[src/rtl/cfre_pkg.sv]
// ----------------------------------------------------------------------------
// cfre_pkg
// Shared types and constants of the camera-facing ribbon expander.
// ----------------------------------------------------------------------------
package cfre_pkg;

  localparam int unsigned MaxPoints = 1024;
  localparam int unsigned CoordW    = 32;
  localparam int unsigned ColorW    = 32;
  localparam int unsigned WidthW    = 31;
  localparam int unsigned SlotW     = 11;
  localparam int unsigned CntW      = 11;
  localparam int unsigned StepW     = 5;
  localparam int unsigned VecW      = 34;
  localparam int unsigned MagW      = 33;
  localparam int unsigned AccW      = 44;
  localparam int unsigned LenW      = 22;
  localparam int unsigned QuoW      = 31;
  localparam int unsigned AddrW     = 5;
  localparam int unsigned DataW     = 32;

  localparam int unsigned SqSteps   = 3;
  localparam int unsigned RootSteps = 21;
  localparam int unsigned DivSteps  = 31;
  localparam int unsigned CrossSteps = 6;
  localparam int unsigned OffsSteps = 3;

  localparam logic [MagW-1:0] NormHi     = MagW'(1) << 20;
  localparam logic [MagW-1:0] NormLo     = MagW'(1) << 19;
  localparam logic [MagW-1:0] SmallLimit = MagW'(66);
  localparam logic [MagW-1:0] BigLimit   = MagW'(1) << 21;
  localparam logic [AccW-1:0] SmallEps   = AccW'(4295);
  localparam logic [AccW-1:0] BigEps     = AccW'(64'd1152921504607);
  localparam logic signed [VecW-1:0] OneQ30 = VecW'(1) << 30;

  localparam logic [WidthW-1:0] WidthReset = WidthW'(65536);
  localparam logic [ColorW-1:0] ColorReset = '1;

  typedef enum logic [1:0] {
    ST_OK,
    ST_SHORT,
    ST_LONG
  } status_e;

  typedef enum logic [2:0] {
    REG_CAM_X,
    REG_CAM_Y,
    REG_CAM_Z,
    REG_WIDTH,
    REG_COLOR
  } reg_e;

  typedef enum logic [1:0] {
    V_TAN,
    V_CAM,
    V_SIDE
  } vsel_e;

  typedef enum logic [1:0] {
    EM_LEFT,
    EM_RIGHT,
    EM_ERR
  } emit_e;

  typedef enum logic [3:0] {
    OP_NOP,
    OP_LATCH,
    OP_COMMIT,
    OP_VLOAD,
    OP_MAGLOAD,
    OP_SQ,
    OP_TINY,
    OP_SHR,
    OP_SHL,
    OP_ROOT,
    OP_DIV,
    OP_STORE,
    OP_STORE_ZERO,
    OP_CROSS,
    OP_OFFS,
    OP_EMIT
  } op_e;

  typedef struct packed {
    op_e              op;
    logic [StepW-1:0] cnt;
    vsel_e            vsel;
    logic             retry;
    logic             pass;
    logic             use_older;
    logic [CntW-1:0]  idx;
    emit_e            emit;
    status_e          err;
  } cmd_t;

  typedef struct packed {
    logic tiny;
    logic m_zero;
    logic m_hi;
    logic m_lo;
    logic out_free;
  } stat_t;

endpackage

[src/rtl/cfre_ctrl.sv]
// ----------------------------------------------------------------------------
// cfre_ctrl
// Controller: polyline bookkeeping and the step sequence of one expansion.
// ----------------------------------------------------------------------------
module cfre_ctrl import cfre_pkg::*; (
  input  logic  clk_i,
  input  logic  rst_ni,
  input  logic  in_valid_i,
  input  logic  in_eol_i,
  output logic  in_ready_o,
  input  stat_t stat_i,
  output cmd_t  cmd_o
);

  typedef enum logic [3:0] {
    S_IDLE,
    S_COMMIT,
    S_ERR,
    S_VLOAD,
    S_MAG,
    S_SQ,
    S_TINY,
    S_SHIFT,
    S_ROOT,
    S_DIV,
    S_STORE,
    S_CROSS,
    S_OFFS,
    S_EMIT_L,
    S_EMIT_R
  } state_e;

  state_e           state_q;
  logic [StepW-1:0] cnt_q;
  logic [CntW-1:0]  n_q;
  logic             eol_q, pass_q, retry_q, norm_q, zero_q;
  vsel_e            vsel_q;
  status_e          err_q;

  assign in_ready_o = (state_q == S_IDLE);

  always_comb begin
    cmd_o           = '0;
    cmd_o.op        = OP_NOP;
    cmd_o.cnt       = cnt_q;
    cmd_o.vsel      = vsel_q;
    cmd_o.retry     = retry_q;
    cmd_o.pass      = pass_q;
    cmd_o.use_older = (n_q >= CntW'(2));
    cmd_o.idx       = pass_q ? n_q : n_q - CntW'(1);
    cmd_o.err       = err_q;
    cmd_o.emit      = EM_LEFT;
    unique case (state_q)
      S_IDLE:   cmd_o.op = in_valid_i ? OP_LATCH : OP_NOP;
      S_COMMIT: cmd_o.op = OP_COMMIT;
      S_ERR: begin
        cmd_o.op   = stat_i.out_free ? OP_EMIT : OP_NOP;
        cmd_o.emit = EM_ERR;
      end
      S_VLOAD:  cmd_o.op = OP_VLOAD;
      S_MAG:    cmd_o.op = OP_MAGLOAD;
      S_SQ:     cmd_o.op = OP_SQ;
      S_TINY:   cmd_o.op = OP_TINY;
      S_SHIFT: begin
        priority if (stat_i.m_zero) cmd_o.op = OP_NOP;
        else if (stat_i.m_hi)       cmd_o.op = OP_SHR;
        else if (stat_i.m_lo)       cmd_o.op = OP_SHL;
        else                        cmd_o.op = OP_NOP;
      end
      S_ROOT:   cmd_o.op = OP_ROOT;
      S_DIV:    cmd_o.op = OP_DIV;
      S_STORE:  cmd_o.op = zero_q ? OP_STORE_ZERO : OP_STORE;
      S_CROSS:  cmd_o.op = OP_CROSS;
      S_OFFS:   cmd_o.op = OP_OFFS;
      S_EMIT_L: cmd_o.op = stat_i.out_free ? OP_EMIT : OP_NOP;
      S_EMIT_R: begin
        cmd_o.op   = stat_i.out_free ? OP_EMIT : OP_NOP;
        cmd_o.emit = EM_RIGHT;
      end
      default:  cmd_o.op = OP_NOP;
    endcase
  end

  always_ff @(posedge clk_i or negedge rst_ni) begin
    if (!rst_ni) begin
      state_q <= S_IDLE;
      cnt_q   <= '0;
      n_q     <= '0;
      eol_q   <= 1'b0;
      pass_q  <= 1'b0;
      retry_q <= 1'b0;
      norm_q  <= 1'b0;
      zero_q  <= 1'b0;
      vsel_q  <= V_TAN;
      err_q   <= ST_OK;
    end else begin
      unique case (state_q)
        S_IDLE: begin
          if (in_valid_i) begin
            eol_q <= in_eol_i;
            // count stops at the limit; later points only wait for the end marker
            if (n_q >= CntW'(MaxPoints)) begin
              if (in_eol_i) begin
                err_q   <= ST_LONG;
                state_q <= S_ERR;
              end
            end else if (n_q == '0) begin
              if (in_eol_i) begin
                err_q   <= ST_SHORT;
                state_q <= S_ERR;
              end else begin
                state_q <= S_COMMIT;
              end
            end else begin
              pass_q  <= 1'b0;
              vsel_q  <= V_TAN;
              state_q <= S_VLOAD;
            end
          end
        end
        S_COMMIT: begin
          n_q     <= n_q + CntW'(1);
          state_q <= S_IDLE;
        end
        S_ERR: begin
          if (stat_i.out_free) begin
            n_q     <= '0;
            state_q <= S_IDLE;
          end
        end
        S_VLOAD: begin
          norm_q  <= 1'b0;
          retry_q <= 1'b0;
          state_q <= S_MAG;
        end
        S_MAG: begin
          cnt_q   <= '0;
          state_q <= norm_q ? S_SHIFT : S_SQ;
        end
        S_SQ: begin
          if (cnt_q == StepW'(SqSteps - 1)) begin
            cnt_q   <= '0;
            state_q <= norm_q ? S_ROOT : S_TINY;
          end else begin
            cnt_q <= cnt_q + StepW'(1);
          end
        end
        S_TINY: begin
          if (vsel_q == V_SIDE && stat_i.tiny && !retry_q) begin
            retry_q <= 1'b1;
          end else begin
            norm_q <= 1'b1;
          end
          state_q <= S_MAG;
        end
        S_SHIFT: begin
          zero_q <= stat_i.m_zero;
          cnt_q  <= '0;
          if (stat_i.m_zero) begin
            state_q <= S_STORE;
          end else if (!stat_i.m_hi && !stat_i.m_lo) begin
            state_q <= S_SQ;
          end
        end
        S_ROOT: begin
          if (cnt_q == StepW'(RootSteps - 1)) begin
            cnt_q   <= '0;
            state_q <= S_DIV;
          end else begin
            cnt_q <= cnt_q + StepW'(1);
          end
        end
        S_DIV: begin
          if (cnt_q == StepW'(DivSteps - 1)) begin
            cnt_q   <= '0;
            state_q <= S_STORE;
          end else begin
            cnt_q <= cnt_q + StepW'(1);
          end
        end
        S_STORE: begin
          cnt_q <= '0;
          unique case (vsel_q)
            V_TAN: begin
              vsel_q  <= V_CAM;
              state_q <= S_VLOAD;
            end
            V_CAM:   state_q <= S_CROSS;
            default: state_q <= S_OFFS;
          endcase
        end
        S_CROSS: begin
          if (cnt_q == StepW'(CrossSteps - 1)) begin
            cnt_q   <= '0;
            vsel_q  <= V_SIDE;
            norm_q  <= 1'b0;
            retry_q <= 1'b0;
            state_q <= S_MAG;
          end else begin
            cnt_q <= cnt_q + StepW'(1);
          end
        end
        S_OFFS: begin
          if (cnt_q == StepW'(OffsSteps - 1)) begin
            cnt_q   <= '0;
            state_q <= S_EMIT_L;
          end else begin
            cnt_q <= cnt_q + StepW'(1);
          end
        end
        S_EMIT_L: begin
          if (stat_i.out_free) state_q <= S_EMIT_R;
        end
        S_EMIT_R: begin
          if (stat_i.out_free) begin
            if (pass_q) begin
              n_q     <= '0;
              state_q <= S_IDLE;
            end else if (eol_q) begin
              pass_q  <= 1'b1;
              vsel_q  <= V_TAN;
              state_q <= S_VLOAD;
            end else begin
              state_q <= S_COMMIT;
            end
          end
        end
        default: state_q <= S_IDLE;
      endcase
    end
  end

endmodule

[config.mk]
export PLATFORM = sky130hd
export DESIGN_NAME = cfre_ctrl
export DESIGN_NICKNAME = d
export VERILOG_FILES = /design/src/rtl/cfre_pkg.sv /design/src/rtl/cfre_ctrl.sv
export SDC_FILE = /design/constraint.sdc
export NUM_CORES = 1
export LEC_CHECK = 0
export ABC_AREA = 0
export BUFFER_PORTS_ARGS = -buffer_cell sky130_fd_sc_hd__buf_2
export CAP_MARGIN = 20
export CORE_AREA = 2 2 77 79
export DETAILED_ROUTE_END_ITERATION = 8
export DIE_AREA = 0 0 79 81
export MAX_ROUTING_LAYER = met4
export PLACE_DENSITY_LB_ADDON = 0.08
export SETUP_SLACK_MARGIN = 0.15
export SLEW_MARGIN = 20
export SYNTH_ARGS = -nofsm -noshare
export SYNTH_HDL_FRONTEND = slang
export SYNTH_SLANG_ARGS = --single-unit
[constraint.sdc]
create_clock -name clk_i -period 3.85 [get_ports clk_i]
set_clock_uncertainty 0.1 [all_clocks]
set_input_delay 0 -clock clk_i [delete_from_list [all_inputs] [get_ports clk_i]]
set_output_delay 0 -clock clk_i [all_outputs]
set_load 0.02 [all_outputs]
-- Word level (Yosys, flattened, before mapping)
Index checks and enable logic that the tools add are counted.
- word-level logic and storage cells: 147
- register bits: 29
- output and inout port bits: 30
- input bits: 9
- equality and inequality tests: 41
- add/subtract/negate cells: 3
- muxes and demuxes: 64
- $lt $le $gt $ge: 2
- reduce and logical (&&, ||, !) cells: 27
- operator list (kind ; number):
    case mux 4 bit (13 select lines) ; 2
    two-way mux 4 bit ; 19
    two-way mux 11 bit ; 4
    inequality test 2 bit (second input constant) ; 19
    case mux 11 bit (3 select lines) ; 1
    two-way mux 2 bit ; 16
    == test 4 bit (second input constant) ; 7
    case mux 5 bit (5 select lines) ; 1
    two-way mux 5 bit ; 4
    == test 4 x 3 -> 1 bit (second input constant) ; 4
    adder 11 x 1 -> 11 bit (second input constant) ; 1
    greater-or-equal comparator 11 bit (second input constant) ; 1
    greater-or-equal comparator 11 x 2 -> 1 bit (second input constant) ; 1
    logical NOT 11 bit ; 1
    AND reduction 11 bit ; 1
    subtractor 11 x 1 -> 11 bit (second input constant) ; 1
    == test 5 bit (second input constant) ; 2
    two-way mux 1 bit ; 10
    AND reduction 5 bit ; 2
    AND reduction 9 bit ; 1
    == test 4 x 2 -> 1 bit (second input constant) ; 2
    case mux 2 bit (4 select lines) ; 1
    case mux 4 bit (2 select lines) ; 1
    inequality test 3 bit (second input constant) ; 2
    other kinds (23) ; 33

-- Longest topological paths before layout
- word-level depth: 5
- depth in mapped cells: 8
- depth with buffers taken out: 7

-- Worst setup path after synthesis
No wires, ideal clock.
- path type: flip-flop to flip-flop
- from: register state_q[3]
- to: register vsel_q[0]
- setup slack: 1.153 ns
- period minus slack after synthesis: 2.697 ns
- buffers on the path: 1
- stages on the path, launching flop included: 7
- data arrival time: 2.472 ns
- library setup time: 0.125 ns
- path through: dfrtp_1 -> buf_2 -> nor4_1 -> nand2_1 -> o21ai_0 -> and4_1 -> mux2_2
- cells in the longest elaborated chain, start to end: 3
- elaborated cells on any way between the ends: 15
- classes of those cells: eq/ne (11); mux (1); reduce/logical (3)
- ends and longest elaborated chain (element ; line ; source):
    start, declared ; cfre_ctrl.sv:33 ; state_e state_q;
    start signal, assigned ; cfre_ctrl.sv:138 ; state_q <= norm_q ? S_SHIFT : S_SQ;
    start signal, assigned ; cfre_ctrl.sv:143 ; state_q <= norm_q ? S_ROOT : S_TINY;
    logical NOT 4 bit * ; n/a ;
    via in_ready_o ; cfre_ctrl.sv:10 ; output logic in_ready_o,
    nonzero test 4 bit (no line) or inequality test 2 bit (tied branches) ; n/a ;
    AND reduction 9 bit (no line) ; n/a ;
    end signal, assigned ; cfre_ctrl.sv:94 ; vsel_q <= V_TAN;
    end signal, assigned ; cfre_ctrl.sv:116 ; vsel_q <= V_TAN;
    end signal, assigned ; cfre_ctrl.sv:185 ; vsel_q <= V_CAM;
    end, declared ; cfre_ctrl.sv:37 ; vsel_e vsel_q;
The timed path passes the listed nets; every way through them passes the cells marked *.
A chain may end at the register's enable or synchronous reset.

-- Worst setup path after layout
- from: register state_q[0]
- to: register state_q[2]
- cells in the longest elaborated chain, start to end: 3
- elaborated cells on any way between the ends: 28
- classes of those cells: eq/ne (24); mux (1); reduce/logical (3)
- ends and longest elaborated chain (element ; line ; source):
    == test 4 x 3 -> 1 bit, or another cell as far along ; cfre_ctrl.sv:97 ; unique case (state_q)
    inequality test 3 bit (no line), or another cell as far along ; n/a ;
    AND reduction 11 bit (no line) or case mux 4 bit (13 select lines) (tied branches) ; n/a ;
Parallel ways exist; a longest one is shown, timed or not.

==> results by group <==
Power
  – PD cells: 850 nW/um2
  – Switching share of power: 52.5%
  – Clk pwr share: 10.8%
  – Seq pwr share: a little over a quarter
  – Static leakage: between 1 and 1.5 nW
  – Switching power total: 1.18 mW
  – Logic pwr share: between 60% and 70%
  – Worst IR drop on VDD: around 0.41 mV
  – Overall Power: approximately 2.2 mW
  – Pint: 1.07 mW

Placement
  – DP HPWL: approximately 4300 um
  – Post-place setup slack: 1120 ps
  – Final GP Congestion: ~0.89
  – Port buffer count: 38

Synth
  – Register bit total from synthesis: 29
  – Synth Net Count: ~290
  – Ys async rst share: 100%
  – Syn Inst Count: roughly 280
  – Post-synth EDFFs: 0
  – Ys Warns: 0
  – Post-Syn Area: about 2300 um2
  – Average size of a mapped cell: 8.41 um2
  – Number of library cell types mapped by synthesis: 65
  – Sequential element share of the synthesized area: between 30% and 40%
  – Main flop type after synthesis: dfrtp_1

CTS
  – Total clock sinks: 29
  – Worst-path clk slew: about 70 ps
  – Post-CTS resize count: 0
  – Htree depth: 2
  – CTS Buf Count: 5
  – Worst-Skew Late Latency: 280 ps
  – CTS tree: done
  – Clk Tree Root Cell: clkbuf_8
  – Worst-case clock buffer depth: 2

Detailed routing
  – Vias per cell: 5.72
  – Final WL: about 6000 um
  – Pre-antenna DRT Iters: 5
  – Vias: approximately 2200
  – DRC: 0
  – Post-detailed-route count of antenna-violating nets: 0
  – Wire per inst: about 16 um
  – Initial DRC count: 157

Worst setup path
  – Reg2Reg Launch Point: state_q[0]$_DFFE_PN0P_
  – Reg2Reg Setup Slack: roughly 1100 ps
  – Crit path cell chain: xnor2_1 -> nor4b_1 -> a311o_1 -> or4b_1 -> mux2_4
  – Worst endpoint data arrival time: 2860 ps
  – CP peak stage delay: approximately 900 ps
  – Critical path capture point type: register
  – Crit Path Class: reg2reg
  – WP data required: a little under 4000 ps
  – WP buf/inv: 0
  – Crit-path max FO: 28
  – Worst R2R Path Depth: 5
  – Critical Path Stages: 5
  – CP max stage cell: dfrtp_1
  – CP startpoint kind: register
  – Worst R2R End: state_q[2]$_DFFE_PN0P_
  – CP top delay family: flip-flops

Floorplan
  – Die height: about 81 um
  – Die X: around 80 um
  – Starting Density: 40.8%
  – Die ar.: roughly 6400 um2
  – Core footprint: 5680 um2
  – Rows: 28
  – # IOs: 39

Timing
  – Pins Over Slew Limit: 0
  – Final setup vio count: 0
  – Final hold vios: 0
  – Max Freq: 359 MHz
  – RSZ-0062 raised after global routing: no
  – Minimum clock period: around 2800 ps
  – PnR worst setup slack: between 1000 and 1500 ps
  – Setup TNS: 0 ps
  – Period utilization: just over 70%
  – Relative slew slack: between 40% and 50%
  – Least-Margin Pin Slew: 863 ps

Layout
  – Ant diodes: 0
  – Layout cells sized above 1: 19.3%
  – Finished Core Util: roughly 47%
  – Commonest non-fill, non-tap cell in the layout: buf_2
  – Most frequent cells in the layout: buf_2 (38), nor2_1 (31), dfrtp_1 (29)
  – Final net count: 320
  – Area delta synth->final: 14.1%

Run status
  – Status: finished clean

Global routing
  – First-pass GRT wire length: roughly 10000 um
  – Total GRT Usage: between 20% and 30%
  – Total gr overflow: 0
  – Initial antenna violation count: 0
  – Largest net degree at the start of global routing: 30
  – Vias in the first global route: slightly below 2000

Worst hold path
  – Hold EP: norm_q$_DFFE_PN0P_
  – Min-delay src: stat_i[4]
  – Worst Hold Class: in2reg
  – Hold path depth: 4

Run
  – Max-cap violations: 0
==> worst max path at each step <==
stage               slack (ps)                endpoint                    from
floorplan                 1150   vsel_q[0]$_DFFE_PN0P_  state_q[3]$_DFFE_PN0P_
global placement          1130  state_q[2]$_DFFE_PN0P_  state_q[0]$_DFFE_PN0P_
detailed placement        1120  state_q[2]$_DFFE_PN0P_  state_q[0]$_DFFE_PN0P_
CTS                       1100  state_q[2]$_DFFE_PN0P_  state_q[0]$_DFFE_PN0P_
global route               940  state_q[3]$_DFFE_PN0P_  state_q[0]$_DFFE_PN0P_
finish                    1060  state_q[2]$_DFFE_PN0P_  state_q[0]$_DFFE_PN0P_
==> power groups by stage <==
stage / Combinational (mW) / Sequential (mW) / Clock, mW
floorplan: 1.12 / 0.478 / 0
global placement: 1.40 / 0.594 / 0
detailed placement: 1.40 / 0.599 / 0
CTS: 1.42 / 0.593 / 0.256
global route: 1.54 / 0.622 / 0.269
finish: 1.40 / 0.598 / 0.243
==> cell usage after synthesis (3+ instances only) <==
cell,n,share of area [%]
nor2_1,31,5.0
dfrtp_1,29,31
nand2_1,22,3.6
clkbuf_1,14,2.3
xor2_1,13,4.9
o21ai_0,12,2.6
a21oi_1,11,2.4
xnor2_1,10,3.8
nand2b_1,9,2.4
nand3_1,9,1.9
nor3_1,9,1.9
ha_1,7,3.8
buf_2,6,1.3
inv_1,6,0.97
nand4_1,5,1.4
nor4_1,5,1.4
a211oi_1,4,1.3
a31oi_1,4,1.1
mux2i_1,4,1.7
nor2b_1,4,1.1
o211ai_1,4,1.3
a311oi_1,3,1.1
==> final cells by class <==
| class | instances | area (um2) |
|---|---|---|
| Clock buffer | 6 | 72.6 |
| Clock inverter | 2 | 10.0 |
| Fill cell | 612 | 3040 |
| Inverter | 6 | 22.5 |
| Multi-Input combinational cell | 216 | 1450 |
| Sequential cell | 29 | 726 |
| Tap cell | 75 | 93.8 |
| Timing Repair Buffer | 46 | 263 |
==> timing repair <==
action                                 in CTS  in global routing
setup buffers                               0                  0
endpoints found under the hold margin      32                  0
hold buffers                                5                  0
==> registers in the layout, summed over array words and instances, names as in the netlist, 2 cells and up <==
| register | count |
|---|---|
| state_q | 4 |
| cnt_q | 5 |
| n_q | 11 |
| vsel_q | 2 |
| err_q | 2 |
==> per-stage QoR <==
step           instance area, um2  instances  hold slack (ps)
6_report                     2640        380              123
5_1_grt                      2640        380              163
4_1_cts                      2640        380              105
3_5_place_dp                 2510        367            -10.6
3_3_place_gp                 2510        367            -6.36
2_1_floorplan                2310        275             -396
==> logic make-up (layout without fill, tap and decap cells) <==
kind of cell / count (synthesis) / in the layout / share of synthesized area, %
AND/OR/NAND/NOR: 119 / 119 / 28.8
AO/OA/AOI/OAI: 59 / 59 / 17.5
buffers and inverters: 30 / 60 / 5.84
flip-flops: 29 / 29 / 31.4
XOR/XNOR: 23 / 23 / 8.71
multiplexers: 8 / 8 / 4.00
adder cells (fa/ha/maj): 7 / 7 / 3.79
==> worst min-delay path, cell delays in order <==
cell and delay (ps):
buf_2 90, or4bb_1 190, a31oi_1 100, nor2_1 80
==> per-layer routing <==
metal  GRT usage, %  share of wire (%)  vias up
met1           28.8                 49     1048
met5              -                  0        -
met2           29.9                 45       57
met3           3.56                4.4       14
met4           7.93                2.4        0
li1               -                  -     1053
Power figures use the tool's default switching activity.
